<file path="src/rtl/tkcr_pkg.sv">
// Shared types and constants of the top-k cost ranked list unit.
package tkcr_pkg;

  localparam int unsigned MaxEntriesDef = 32;
  localparam int unsigned CostW         = 32;
  localparam int unsigned TagW          = 8;
  localparam int unsigned CfgW          = 6;
  localparam int unsigned TrimW         = 6;
  localparam int unsigned PosW          = 5;
  localparam int unsigned CountOutW     = 6;
  localparam logic [CfgW-1:0] CapacityReset = 6'd32;

  localparam logic CmdInsert = 1'b0;
  localparam logic CmdTrim   = 1'b1;

  typedef enum logic [2:0] {
    StIdle,
    StStart,
    StScan,
    StEvict,
    StShift,
    StFinish
  } state_e;

  // Commands from the controller to the datapath.
  typedef struct packed {
    logic load_item;
    logic clr_flags;
    logic mem_we;
    logic wr_new;
    logic cnt_trim;
    logic ev_capture;
    logic load_out;
  } ctl_t;

  // Status from the datapath to the controller.
  typedef struct packed {
    logic is_trim;
    logic gt;
    logic trim_ok;
    logic out_free;
  } sts_t;

endpackage

</file>
<file path="src/rtl/top_k_cost_ranked_list_unit.sv">
// Top level of the top-k cost ranked list unit.
// The unit keeps a list of tags sorted by descending signed cost, up to the
// configured capacity. An input transfer carries a command (insert or trim),
// a cost, a tag and a trim count; every input transfer yields exactly one
// output transfer with the outcome, the entry count and the best entry.
// The capacity register is written through the cfg channel, which is always
// ready; write it only while no item is in flight.
// An insert is registered at the input transfer and passes a setup step, then
// scans from rank 0 until it finds its rank, reads the dropped entry if one
// goes, shifts the lower entries down one per cycle and writes the new entry.
// A trim goes from setup straight to loading the result. The entry memory has
// one read and one write port, each used once per cycle.
// The output register decouples the sides: the next item is accepted while
// a result still waits, and processing holds in its last step until the
// receiver takes the previous result. Reset empties the list and sets the
// capacity to 32; entry memory contents are not cleared.
module top_k_cost_ranked_list_unit #(
  parameter int unsigned MAX_ENTRIES = tkcr_pkg::MaxEntriesDef
) (
  input  logic                              clk_i,
  input  logic                              rst_ni,
  input  logic                              cfg_valid_i,
  output logic                              cfg_ready_o,
  input  logic [tkcr_pkg::CfgW-1:0]         cfg_data_i,
  input  logic                              in_valid_i,
  output logic                              in_ready_o,
  input  logic                              command_i,
  input  logic signed [tkcr_pkg::CostW-1:0] cost_i,
  input  logic [tkcr_pkg::TagW-1:0]         tag_i,
  input  logic [tkcr_pkg::TrimW-1:0]        trim_count_i,
  output logic                              out_valid_o,
  input  logic                              out_ready_i,
  output logic                              accepted_o,
  output logic [tkcr_pkg::PosW-1:0]         position_o,
  output logic                              evicted_valid_o,
  output logic [tkcr_pkg::TagW-1:0]         evicted_tag_o,
  output logic [tkcr_pkg::CountOutW-1:0]    entry_count_o,
  output logic                              best_valid_o,
  output logic signed [tkcr_pkg::CostW-1:0] best_cost_o,
  output logic [tkcr_pkg::TagW-1:0]         best_tag_o
);
  import tkcr_pkg::*;

  localparam int unsigned IdxW = $clog2(MAX_ENTRIES);
  localparam int unsigned CntW = $clog2(MAX_ENTRIES + 1);

  ctl_t            ctl;
  sts_t            sts;
  logic [CntW-1:0] count;
  logic [CntW-1:0] cap;
  logic [IdxW-1:0] rd_addr;
  logic [IdxW-1:0] wr_addr;

  assign cfg_ready_o = 1'b1;

  tkcr_ctrl #(
    .MaxEntries (MAX_ENTRIES),
    .IdxW       (IdxW),
    .CntW       (CntW)
  ) u_ctrl (
    .clk_i      (clk_i),
    .rst_ni     (rst_ni),
    .in_valid_i (in_valid_i),
    .in_ready_o (in_ready_o),
    .sts_i      (sts),
    .count_i    (count),
    .cap_i      (cap),
    .ctl_o      (ctl),
    .rd_addr_o  (rd_addr),
    .wr_addr_o  (wr_addr)
  );

  tkcr_dpath #(
    .MaxEntries (MAX_ENTRIES),
    .IdxW       (IdxW),
    .CntW       (CntW)
  ) u_dpath (
    .clk_i           (clk_i),
    .rst_ni          (rst_ni),
    .cfg_valid_i     (cfg_valid_i),
    .cfg_data_i      (cfg_data_i),
    .command_i       (command_i),
    .cost_i          (cost_i),
    .tag_i           (tag_i),
    .trim_count_i    (trim_count_i),
    .ctl_i           (ctl),
    .rd_addr_i       (rd_addr),
    .wr_addr_i       (wr_addr),
    .sts_o           (sts),
    .count_o         (count),
    .cap_o           (cap),
    .out_ready_i     (out_ready_i),
    .out_valid_o     (out_valid_o),
    .accepted_o      (accepted_o),
    .position_o      (position_o),
    .evicted_valid_o (evicted_valid_o),
    .evicted_tag_o   (evicted_tag_o),
    .entry_count_o   (entry_count_o),
    .best_valid_o    (best_valid_o),
    .best_cost_o     (best_cost_o),
    .best_tag_o      (best_tag_o)
  );

endmodule

</file>
<file path="src/rtl/tkcr_ctrl.sv">
// Sequencer of the ranked list: scan for the insert rank, evict, shift and finish; a trim goes straight to finish.
module tkcr_ctrl #(
  parameter int unsigned MaxEntries = tkcr_pkg::MaxEntriesDef,
  parameter int unsigned IdxW       = $clog2(MaxEntries),
  parameter int unsigned CntW       = $clog2(MaxEntries + 1)
) (
  input  logic              clk_i,
  input  logic              rst_ni,
  input  logic              in_valid_i,
  output logic              in_ready_o,
  input  tkcr_pkg::sts_t    sts_i,
  input  logic [CntW-1:0]   count_i,
  input  logic [CntW-1:0]   cap_i,
  output tkcr_pkg::ctl_t    ctl_o,
  output logic [IdxW-1:0]   rd_addr_o,
  output logic [IdxW-1:0]   wr_addr_o
);
  import tkcr_pkg::*;

  state_e          state_q, state_d;
  logic [CntW-1:0] idx_q, idx_d;
  logic [CntW-1:0] place_q, place_d;
  logic [CntW-1:0] rd_idx;

  always_ff @(posedge clk_i or negedge rst_ni) begin
    if (!rst_ni) begin
      state_q <= StIdle;
      idx_q   <= '0;
      place_q <= '0;
    end else begin
      state_q <= state_d;
      idx_q   <= idx_d;
      place_q <= place_d;
    end
  end

  always_comb begin
    state_d    = state_q;
    idx_d      = idx_q;
    place_d    = place_q;
    rd_idx     = idx_q;
    ctl_o      = '0;
    in_ready_o = 1'b0;
    case (state_q)
      StIdle: begin
        in_ready_o = 1'b1;
        if (in_valid_i) begin
          ctl_o.load_item = 1'b1;
          state_d = StStart;
        end
      end
      StStart: begin
        ctl_o.clr_flags = 1'b1;
        if (sts_i.is_trim) begin
          ctl_o.cnt_trim = sts_i.trim_ok;
          state_d = StFinish;
        end else if (count_i == '0) begin
          place_d = '0;
          idx_d   = '0;
          state_d = StShift;
        end else begin
          idx_d   = '0;
          rd_idx  = '0;
          state_d = StScan;
        end
      end
      StScan: begin
        // The read data here always belongs to the entry at idx_q.
        if (sts_i.gt) begin
          place_d = idx_q;
          if (count_i >= cap_i) begin
            rd_idx  = count_i - CntW'(1);
            state_d = StEvict;
          end else begin
            idx_d   = count_i;
            rd_idx  = count_i - CntW'(1);
            state_d = StShift;
          end
        end else if (idx_q == count_i - CntW'(1)) begin
          place_d = count_i;
          if (count_i < cap_i) begin
            idx_d   = count_i;
            state_d = StShift;
          end else begin
            state_d = StFinish;
          end
        end else begin
          idx_d  = idx_q + CntW'(1);
          rd_idx = idx_q + CntW'(1);
        end
      end
      StEvict: begin
        ctl_o.ev_capture = 1'b1;
        idx_d   = count_i - CntW'(1);
        rd_idx  = count_i - CntW'(2);
        state_d = StShift;
      end
      StShift: begin
        // Each cycle moves the entry one rank down, reading ahead by one.
        ctl_o.mem_we = 1'b1;
        if (idx_q == place_q) begin
          ctl_o.wr_new = 1'b1;
          state_d = StFinish;
        end else begin
          idx_d  = idx_q - CntW'(1);
          rd_idx = idx_q - CntW'(2);
        end
      end
      StFinish: begin
        if (sts_i.out_free) begin
          ctl_o.load_out = 1'b1;
          state_d = StIdle;
        end
      end
      default: begin
        state_d = StIdle;
      end
    endcase
  end

  assign rd_addr_o = rd_idx[IdxW-1:0];
  assign wr_addr_o = idx_q[IdxW-1:0];

endmodule

</file>
<file path="src/rtl/tkcr_dpath.sv">
// Datapath of the ranked list: entry memory, count, best entry and result register.
module tkcr_dpath #(
  parameter int unsigned MaxEntries = tkcr_pkg::MaxEntriesDef,
  parameter int unsigned IdxW       = $clog2(MaxEntries),
  parameter int unsigned CntW       = $clog2(MaxEntries + 1)
) (
  input  logic                              clk_i,
  input  logic                              rst_ni,
  input  logic                              cfg_valid_i,
  input  logic [tkcr_pkg::CfgW-1:0]         cfg_data_i,
  input  logic                              command_i,
  input  logic signed [tkcr_pkg::CostW-1:0] cost_i,
  input  logic [tkcr_pkg::TagW-1:0]         tag_i,
  input  logic [tkcr_pkg::TrimW-1:0]        trim_count_i,
  input  tkcr_pkg::ctl_t                    ctl_i,
  input  logic [IdxW-1:0]                   rd_addr_i,
  input  logic [IdxW-1:0]                   wr_addr_i,
  output tkcr_pkg::sts_t                    sts_o,
  output logic [CntW-1:0]                   count_o,
  output logic [CntW-1:0]                   cap_o,
  input  logic                              out_ready_i,
  output logic                              out_valid_o,
  output logic                              accepted_o,
  output logic [tkcr_pkg::PosW-1:0]         position_o,
  output logic                              evicted_valid_o,
  output logic [tkcr_pkg::TagW-1:0]         evicted_tag_o,
  output logic [tkcr_pkg::CountOutW-1:0]    entry_count_o,
  output logic                              best_valid_o,
  output logic signed [tkcr_pkg::CostW-1:0] best_cost_o,
  output logic [tkcr_pkg::TagW-1:0]         best_tag_o
);
  import tkcr_pkg::*;

  localparam int unsigned CmpW = (CntW > TrimW) ? CntW : TrimW;
  localparam int unsigned CapCmpW = (CntW > CfgW) ? CntW : CfgW;

  logic signed [CostW-1:0] cost_mem [MaxEntries];
  logic [TagW-1:0]         tag_mem  [MaxEntries];

  logic [CfgW-1:0]         capacity_q;
  logic [CntW-1:0]         count_q;
  logic                    cmd_q;
  logic signed [CostW-1:0] cost_q;
  logic [TagW-1:0]         tag_q;
  logic [TrimW-1:0]        trim_q;
  logic signed [CostW-1:0] rd_cost_q;
  logic [TagW-1:0]         rd_tag_q;
  logic signed [CostW-1:0] best_cost_q;
  logic [TagW-1:0]         best_tag_q;
  logic                    acc_q;
  logic [IdxW-1:0]         pos_q;
  logic                    ev_valid_q;
  logic [TagW-1:0]         ev_tag_q;
  logic                    out_valid_q;

  logic signed [CostW-1:0] wr_cost;
  logic [TagW-1:0]         wr_tag;
  logic [CntW-1:0]         cap_eff;

  assign wr_cost = ctl_i.wr_new ? cost_q : rd_cost_q;
  assign wr_tag  = ctl_i.wr_new ? tag_q  : rd_tag_q;

  // A capacity of zero acts as one, and any capacity above the list size as the list size.
  always_comb begin
    if (capacity_q == '0) begin
      cap_eff = CntW'(1);
    end else if (CapCmpW'(capacity_q) > CapCmpW'(MaxEntries)) begin
      cap_eff = CntW'(MaxEntries);
    end else begin
      cap_eff = CntW'(capacity_q);
    end
  end

  assign cap_o   = cap_eff;
  assign count_o = count_q;

  assign sts_o.is_trim  = (cmd_q == CmdTrim);
  assign sts_o.gt       = (cost_q > rd_cost_q);
  assign sts_o.trim_ok  = (CmpW'(count_q) > CmpW'(trim_q));
  assign sts_o.out_free = !out_valid_q || out_ready_i;

  always_ff @(posedge clk_i) begin
    if (ctl_i.mem_we) begin
      cost_mem[wr_addr_i] <= wr_cost;
      tag_mem[wr_addr_i]  <= wr_tag;
    end
    rd_cost_q <= cost_mem[rd_addr_i];
    rd_tag_q  <= tag_mem[rd_addr_i];
  end

  always_ff @(posedge clk_i or negedge rst_ni) begin
    if (!rst_ni) begin
      capacity_q  <= CapacityReset;
      count_q     <= '0;
      out_valid_q <= 1'b0;
    end else begin
      if (cfg_valid_i) begin
        capacity_q <= cfg_data_i;
      end
      if (ctl_i.cnt_trim) begin
        count_q <= count_q - CntW'(trim_q);
      end else if (ctl_i.wr_new && !ev_valid_q) begin
        count_q <= count_q + CntW'(1);
      end
      if (ctl_i.load_out) begin
        out_valid_q <= 1'b1;
      end else if (out_ready_i) begin
        out_valid_q <= 1'b0;
      end
    end
  end

  always_ff @(posedge clk_i) begin
    if (ctl_i.load_item) begin
      cmd_q  <= command_i;
      cost_q <= cost_i;
      tag_q  <= tag_i;
      trim_q <= trim_count_i;
    end
    if (ctl_i.clr_flags) begin
      acc_q      <= 1'b0;
      pos_q      <= '0;
      ev_valid_q <= 1'b0;
      ev_tag_q   <= '0;
    end
    if (ctl_i.ev_capture) begin
      ev_valid_q <= 1'b1;
      ev_tag_q   <= rd_tag_q;
    end
    if (ctl_i.wr_new) begin
      acc_q <= 1'b1;
      pos_q <= wr_addr_i;
    end
    // Rank 0 is mirrored in registers so the result needs no extra read.
    if (ctl_i.mem_we && wr_addr_i == '0) begin
      best_cost_q <= wr_cost;
      best_tag_q  <= wr_tag;
    end
    if (ctl_i.load_out) begin
      accepted_o      <= acc_q;
      position_o      <= PosW'(pos_q);
      evicted_valid_o <= ev_valid_q;
      evicted_tag_o   <= ev_tag_q;
      entry_count_o   <= CountOutW'(count_q);
      best_valid_o    <= (count_q != '0);
      best_cost_o     <= (count_q != '0) ? best_cost_q : '0;
      best_tag_o      <= (count_q != '0) ? best_tag_q : '0;
    end
  end

  assign out_valid_o = out_valid_q;

endmodule

</file>
<file path="config.mk">
export PLATFORM = sky130hd
export DESIGN_NAME = top_k_cost_ranked_list_unit
export DESIGN_NICKNAME = d
export VERILOG_FILES = /design/src/rtl/tkcr_pkg.sv /design/src/rtl/top_k_cost_ranked_list_unit.sv /design/src/rtl/tkcr_ctrl.sv /design/src/rtl/tkcr_dpath.sv
export SDC_FILE = /design/constraint.sdc
export NUM_CORES = 2
export LEC_CHECK = 0
export BUFFER_PORTS_ARGS = -buffer_cell sky130_fd_sc_hd__buf_4
export CAP_MARGIN = 20
export CELL_PAD_IN_SITES_DETAIL_PLACEMENT = 0
export CELL_PAD_IN_SITES_GLOBAL_PLACEMENT = 2
export CORE_UTILIZATION = 35
export CTS_CLUSTER_SIZE = 30
export DETAILED_ROUTE_END_ITERATION = 6
export MAX_ROUTING_LAYER = met4
export PLACE_DENSITY = 0.66
export SLEW_MARGIN = 20
export SYNTH_ARGS = -nofsm -noshare
export SYNTH_HDL_FRONTEND = slang
export SYNTH_HIERARCHICAL = 1
export SYNTH_SLANG_ARGS = --single-unit
</file>
<file path="constraint.sdc">
create_clock -name clk_i -period 4.8 [get_ports clk_i]
set_clock_uncertainty 0.05 [all_clocks]
set_input_delay 0.96 -clock clk_i [delete_from_list [all_inputs] [get_ports clk_i]]
set_output_delay 0.96 -clock clk_i [all_outputs]
set_load 0.02 [all_outputs]
</file>
# After elaboration in Yosys (flattened, before gate mapping)
# Memory sizes are Yosys's and may differ from the RTL's. A register that Yosys moved wholly into a read port is not among the register bits.
# Cells that the tools add are included.
# Widths: inputs -> output; s select.
[op_classes]
n_addsub = 7
magnitude_cmp = 5
n_eq_ne = 16
n_mux = 53
n_reduce_logical = 19
[op_table]
columns = ["cell", "count"]
rows = [
  ["$mux 6", 14],
  ["$mux 5", 7],
  ["$gt 32x32->1", 1],
  ["$mux 32", 1],
  ["$mux 3", 8],
  ["$mux 8", 3],
  ["$pmux 6 s4", 1],
  ["$pmux 5 s4", 1],
  ["$pmux 3 s6", 1],
  ["$mux 1", 15],
  ["$add 6x1->6 const B", 2],
  ["$eq 6x6->1", 2],
  ["$logic_not 6->1", 2],
  ["$pmux 6 s2", 1],
  ["$sub 6x1->6 const B", 2],
  ["$reduce_bool 2->1", 5],
  ["$sub 5x2->5 const B", 2],
  ["$ne 2x2->1 const B", 4],
  ["$reduce_and 4->1", 2],
  ["$eq 3x2->1 const B", 2],
  ["$eq 3x3->1 const B", 2],
  ["$ge 6x6->1", 1],
  ["$gt 6x6->1", 1],
  ["$gt 6x6->1 const B", 1],
  ["16 further kinds", 19],
]
[totals]
register_bits = 192
mem_bits_rw = 1280
word_cells = 126
mem_count = 2
[mem_list]
columns = ["memory", "depth", "width", "rd", "rd_ports_with_merged_regs", "write_ports", "line", "text"]
rows = [
  ["u_dpath.cost_mem", 32, 32, 1, 1, 1, "tkcr_dpath.sv:37", "logic signed [CostW-1:0] cost_mem [MaxEntries];"],
  ["u_dpath.tag_mem", 32, 8, 1, 1, 1, "tkcr_dpath.sv:38", "logic [TagW-1:0] tag_mem [MaxEntries];"],
]

# Logic depth before layout (Yosys ltp)
[logic_depth]
ltp_word = 8
ltp_mapped = 19
ltp_nobuf = 15

# Modules after synthesis
# Netlist, hierarchy kept.
[modules_own_cells]
columns = ["mod", "instances", "cells_each", "area_per_inst_um2"]
rows = [
  ["tkcr_dpath", 1, 2416, 56713.1],
  ["tkcr_ctrl", 1, 296, 2194.6],
  ["top_k_cost_ranked_list_unit", 1, 2, 11.3],
]

# Least setup slack after synthesis
# No wires, ideal clock.
[synth_path]
path_type = "reg2reg"
startpoint = "register u_dpath.cost_q[14]"
endpoint = "register u_dpath.rd_cost_q[0] (read register of u_dpath.cost_mem)"
setup_time_ps = 121
arrival_ps = 4651
required_time_ps = 4629
slack_ps = -22
path_stages_with_launch = 19
path_buffers = 6
path_cell_list = "edfxtp_1 > ha_1 > a21oi_1 > nand2_1 > a221oi_1 > a31oi_1 > nor3_1 > mux2i_1 > clkbuf_1 > clkbuf_1 > clkbuf_1 > a21oi_1 > o22ai_1 > buf_2 > buf_6 > buf_2 > mux4_2 > mux4_2 > mux2_2"
[synth_rtl]
columns = ["item", "line", "text"]
rows = [
  ["start: declaration", "tkcr_dpath.sv:43", "logic signed [CostW-1:0] cost_q;"],
  ["start signal: assignment", "tkcr_dpath.sv:116", "cost_q <= cost_i;"],
  ["end: declaration", "tkcr_dpath.sv:46", "logic signed [CostW-1:0] rd_cost_q;"],
]

==> summary.json <==
{
  "layout.cell_area.non_filler_mm2": 0.07195,
  "pwr_density_cell_mw_per_mm2": 728.9,
  "final_layout_size_suffix_gt1_share_pct": 36.53,
  "drt_drc_violations_left": 0,
  "final_nets": 3246,
  "yosys_register_bits": 1512,
  "wire_length_of_the_first_global_routing_pass_um": 228800,
  "multiInputGateArea_mm2": 0.01404,
  "critPathLaunch": "u_dpath/cost_q[21]$_DFFE_PP_",
  "report.final.hold_viol_count": 0,
  "floorplan.die_area_mm2": 0.1700,
  "power_frac_comb_pct": 41.9,
  "leakage_nw": 23.03,
  "switching_share_pct": 31.51,
  "cts_num_sinks": 1512,
  "crit-reg2reg-capture": "u_dpath/rd_tag_q[7]$_DFF_P_",
  "root_buffer": "clkbuf_16",
  "antenna_found_initial": 4,
  "mappedNetlistNets": 2828,
  "clock_path_buffers": 3,
  "numCtsBuffers": 162,
  "post_synth_inst_count": 2714,
  "io-pin-count": 123,
  "vdd_drop_max_uv": 618.6,
  "clkPwrFrac_pct": 23.4,
  "async_reset_ff_share_pct": 1.852,
  "grt_max_degree": 80,
  "final-setup-viol-count": 40,
  "fraction_of_post_synthesis_cell_area_in_the_top_cell_type_by_area_pct": 73.49,
  "path_class": "reg -> reg",
  "via_per_inst": 5.436,
  "route.antenna.remaining_nets": 0,
  "fp.dieH_um": 412.3,
  "routed_wl_um": 165100,
  "fillCellCount": 14147,
  "report.final.slew_viol_count": 0,
  "worstMarginPinSlew_ns": 0.9484,
  "numPortBuffers": 121,
  "clock_period_minus_worst_slack_ns": 5.023,
  "rows": 150,
  "regToRegStartpoint": "u_dpath/cost_q[21]$_DFFE_PP_",
  "ff2ff_path_depth": 21,
  "fin_ws_ns": -0.2227,
  "floorplan.core_area_mm2": 0.1672,
  "register_area_mm2": 0.04485,
  "drv.max_cap_violation_count": 0,
  "critical_path.endpoint_type": "register",
  "grt_use_total_pct": 19.85,
  "synth-edff-count": 1442,
  "die_w_um": 412.3,
  "clock.fmax_mhz": 199.1,
  "detail_route.first_pass.iterations": 6,
  "synth_top_flop_cell": "edfxtp_1",
  "p_int_mw": 35.92,
  "cts_htree_levels": 4,
  "switchingPower_mw": 16.52,
  "pre_cts_slack_ns": -0.8432,
  "element_type_at_the_critical_path_start": "register",
  "cts.hold.buffers_added": 0,
  "post-synth-top-area-cell": "edfxtp_1",
  "report.power.total_mw": 52.44,
  "ys_top_cells_by_area": "edfxtp_1 73%, mux4_2 15%, dfxtp_1 1.4%",
  "detailed_place_hpwl_um": 84630,
  "start_util_pct": 35.23,
  "first_iter_violations": 3766,
  "worst-r2r-setup-slack_ns": -0.22,
  "synth_cell_type_count": 76,
  "worstHoldPathType": "in -> async",
  "worstPathRequired_ns": 5.43,
  "clkTransAtPathRegs_ns": 0.06,
  "failed_checks": "setup timing",
  "sequentialPowerShare_pct": 34.7,
  "routed-via-count": 29739,
  "placedInstanceArea_mm2": 0.06511,
  "worst_setup_path_endpoint": "u_dpath/rd_tag_q[7]$_DFF_P_",
  "timing.slew.headroom_pct": 36.55,
  "grt_pass1_vias": 30294,
  "grt_setup_unrepaired": "true",
  "post_synthesis_cell_area_mm2": 0.05892,
  "timing.critical_path.fanout_max": 7,
  "synth.yosys.warnings": 6,
  "area_growth_syn_to_layout_pct": 22.11,
  "run_status": "finished, violations left",
  "drt-wirelength-per-cell_um": 30.18,
  "final_min_period_over_clock_period_pct": 104.6,
  "postSynthAreaPerCell_um2": 21.71,
  "cts_tree": "yes",
  "gp_routability_congestion": 0.7968,
  "clkLatencyLatePin_ns": 0.79,
  "synth_sequential_area_ratio_pct": 76.11,
  "worstPathArrival_ns": 5.65,
  "globalRoute.totalOverflow": 0
}
## flip-flops by register name (all words and copies together) (netlist names), 8 cells and up
name                   cells
u_dpath/tag_q              8
u_dpath/best_cost_o       32
u_dpath/best_tag_q         8
u_dpath/cost_mem        1024
u_dpath/rd_cost_q         32
u_dpath/ev_tag_q           8
u_dpath/rd_tag_q           8
u_dpath/best_cost_q       32
u_dpath/best_tag_o         8
u_dpath/evicted_tag_o      8
u_dpath/cost_q            32
u_dpath/tag_mem          256
## cell families after synthesis
| family | after synthesis | share of synthesized area (%) |
|---|---|---|
| DFF | 1512 | 76.11 |
| muxes | 462 | 16.46 |
| and+or+nand+nor | 275 | 2.387 |
| buffers and inverters | 201 | 1.461 |
| AOI/OAI and AO/OA | 172 | 1.826 |
| adders and majority gates | 56 | 1.202 |
| xor gates and xnor gates | 35 | 0.5457 |
| other | 1 | 0.006365 |
## cell usage in the layout, fill, tap and decap left out, types with 12 or more instances in the layout
cell          n
a21oi_1      41
and2_1       54
buf_12       85
buf_16       22
buf_4       249
buf_6        19
bufinv_16    12
clkbuf_1     39
clkbuf_16   180
clkinv_1     26
clkinv_2     33
dfrtp_1      27
dfxtp_1      38
edfxtp_1   1442
ha_1         52
inv_1        57
mux2_2       40
mux2_4       15
mux4_2      400
nand2_1      67
nand4_1      13
nor2_1       24
nor2_4       35
nor3_1       12
o21ai_0      21
o21ai_1      12
o21ai_4      25
xnor2_1      22
xor2_1       12
## area by class of cell
class,count,area share (%)
antenna,1,0.003478
clock buffer,211,6.108
clock inverter,87,1.153
inverter,59,0.3078
multi-input combinational,1001,19.51
sequential,1512,62.34
tap,2204,3.833
timing repair buffer,396,6.746
## how the worst min path moves through the flow
stage,to,cells past startpoint,slack (ns)
2_1_floorplan,u_dpath/evicted_tag_o[0]$_DFFE_PP_,0,0.35
3_3_place_gp,u_dpath/evicted_tag_o[5]$_DFFE_PP_,0,0.36
3_5_place_dp,u_dpath/evicted_tag_o[2]$_DFFE_PP_,0,0.35
4_1_cts,u_ctrl/state_q[1]$_DFFE_PN0P_,1,0.02
5_1_grt,u_ctrl/state_q[1]$_DFFE_PN0P_,1,0.07
6_report,u_ctrl/state_q[1]$_DFFE_PN0P_,1,0.08
## layer usage
metal / part of all wire (%) / vias to the layer above / GRT usage [%]
met4: 2.3 / 0 / 5.294
met5: 0 / - / -
met3: 8.5 / 241 / 4.287
met2: 46 / 1334 / 29.67
met1: 43 / 16037 / 27.50
li1: - / 12127 / -
## critical path, stage by stage (launching register included)
cell	delay, ns
edfxtp_1	0.43
ha_4	0.31
buf_4	0.10
nand2_2	0.13
nor4_4	0.34
buf_4	0.20
nand4_1	0.20
buf_6	0.20
a31oi_4	0.22
nor3_4	0.08
mux2i_4	0.24
buf_6	0.16
a21oi_2	0.07
o22ai_4	0.21
buf_12	0.17
buf_12	0.13
buf_16	0.16
buf_12	0.13
buf_8	0.11
mux4_2	0.49
mux4_2	0.47
mux2_2	0.26
## synthesized netlist by cell type, types with 3 or more instances
master	n
edfxtp_1	1442
mux4_2	400
clkbuf_1	81
nand2_1	69
nor2_1	61
inv_1	59
o21ai_0	56
and2_1	55
ha_1	55
mux2_2	55
buf_2	46
a21oi_1	45
dfxtp_1	42
dfrtp_1	27
xnor2_1	22
nor3_1	14
nand4_1	13
xor2_1	12
nand3_1	11
nor2b_1	10
nand2b_1	8
buf_4	7
mux2i_1	7
o2bb2ai_1	7
nand3b_1	6
o22ai_1	6
a21o_1	5
a31oi_1	5
buf_1	5
nor4_1	5
a211oi_1	4
o21ai_1	4
o31ai_1	4
or3_1	4
a22oi_1	3
buf_6	3
o211ai_1	3
o21a_1	3
o221ai_1	3
or3b_2	3
or4_1	3
## metrics by stage
step | utilization (%) | TNS [ns] | hold slack, ns | instances
5_1_grt | 43.02 | -10.35 | 0.06830 | 5470
4_1_cts | 42.61 | -7.021 | 0.01923 | 5450
2_1_floorplan | - | 0 | 0.3503 | 2714
3_5_place_dp | 38.94 | -32.26 | 0.3545 | 5115
6_report | 43.02 | -6.672 | 0.07555 | 5471
3_3_place_gp | 38.94 | -36.06 | 0.3634 | 5115
## power by group through the flow
stage | Sequential (mW) | Combinational [mW] | Clock [mW]
after global placement | 18.5 | 19.2 | 0
after floorplan | 18.6 | 12.3 | 0
final | 18.2 | 22.0 | 12.3
after global routing | 18.3 | 23.3 | 13.0
after detailed placement | 18.5 | 19.6 | 0
after CTS | 18.3 | 21.1 | 12.5
## what timing repair did
action | in CTS | in global routing
pin swaps | 10 | 5
gates cloned | 10 | 15
endpoints found under the setup margin | 46 | 40
endpoints found under the hold margin | 0 | 0
buffers inserted | 30 | 6
resized for setup | 76 | 38
Power figures use the tool's default switching activity.
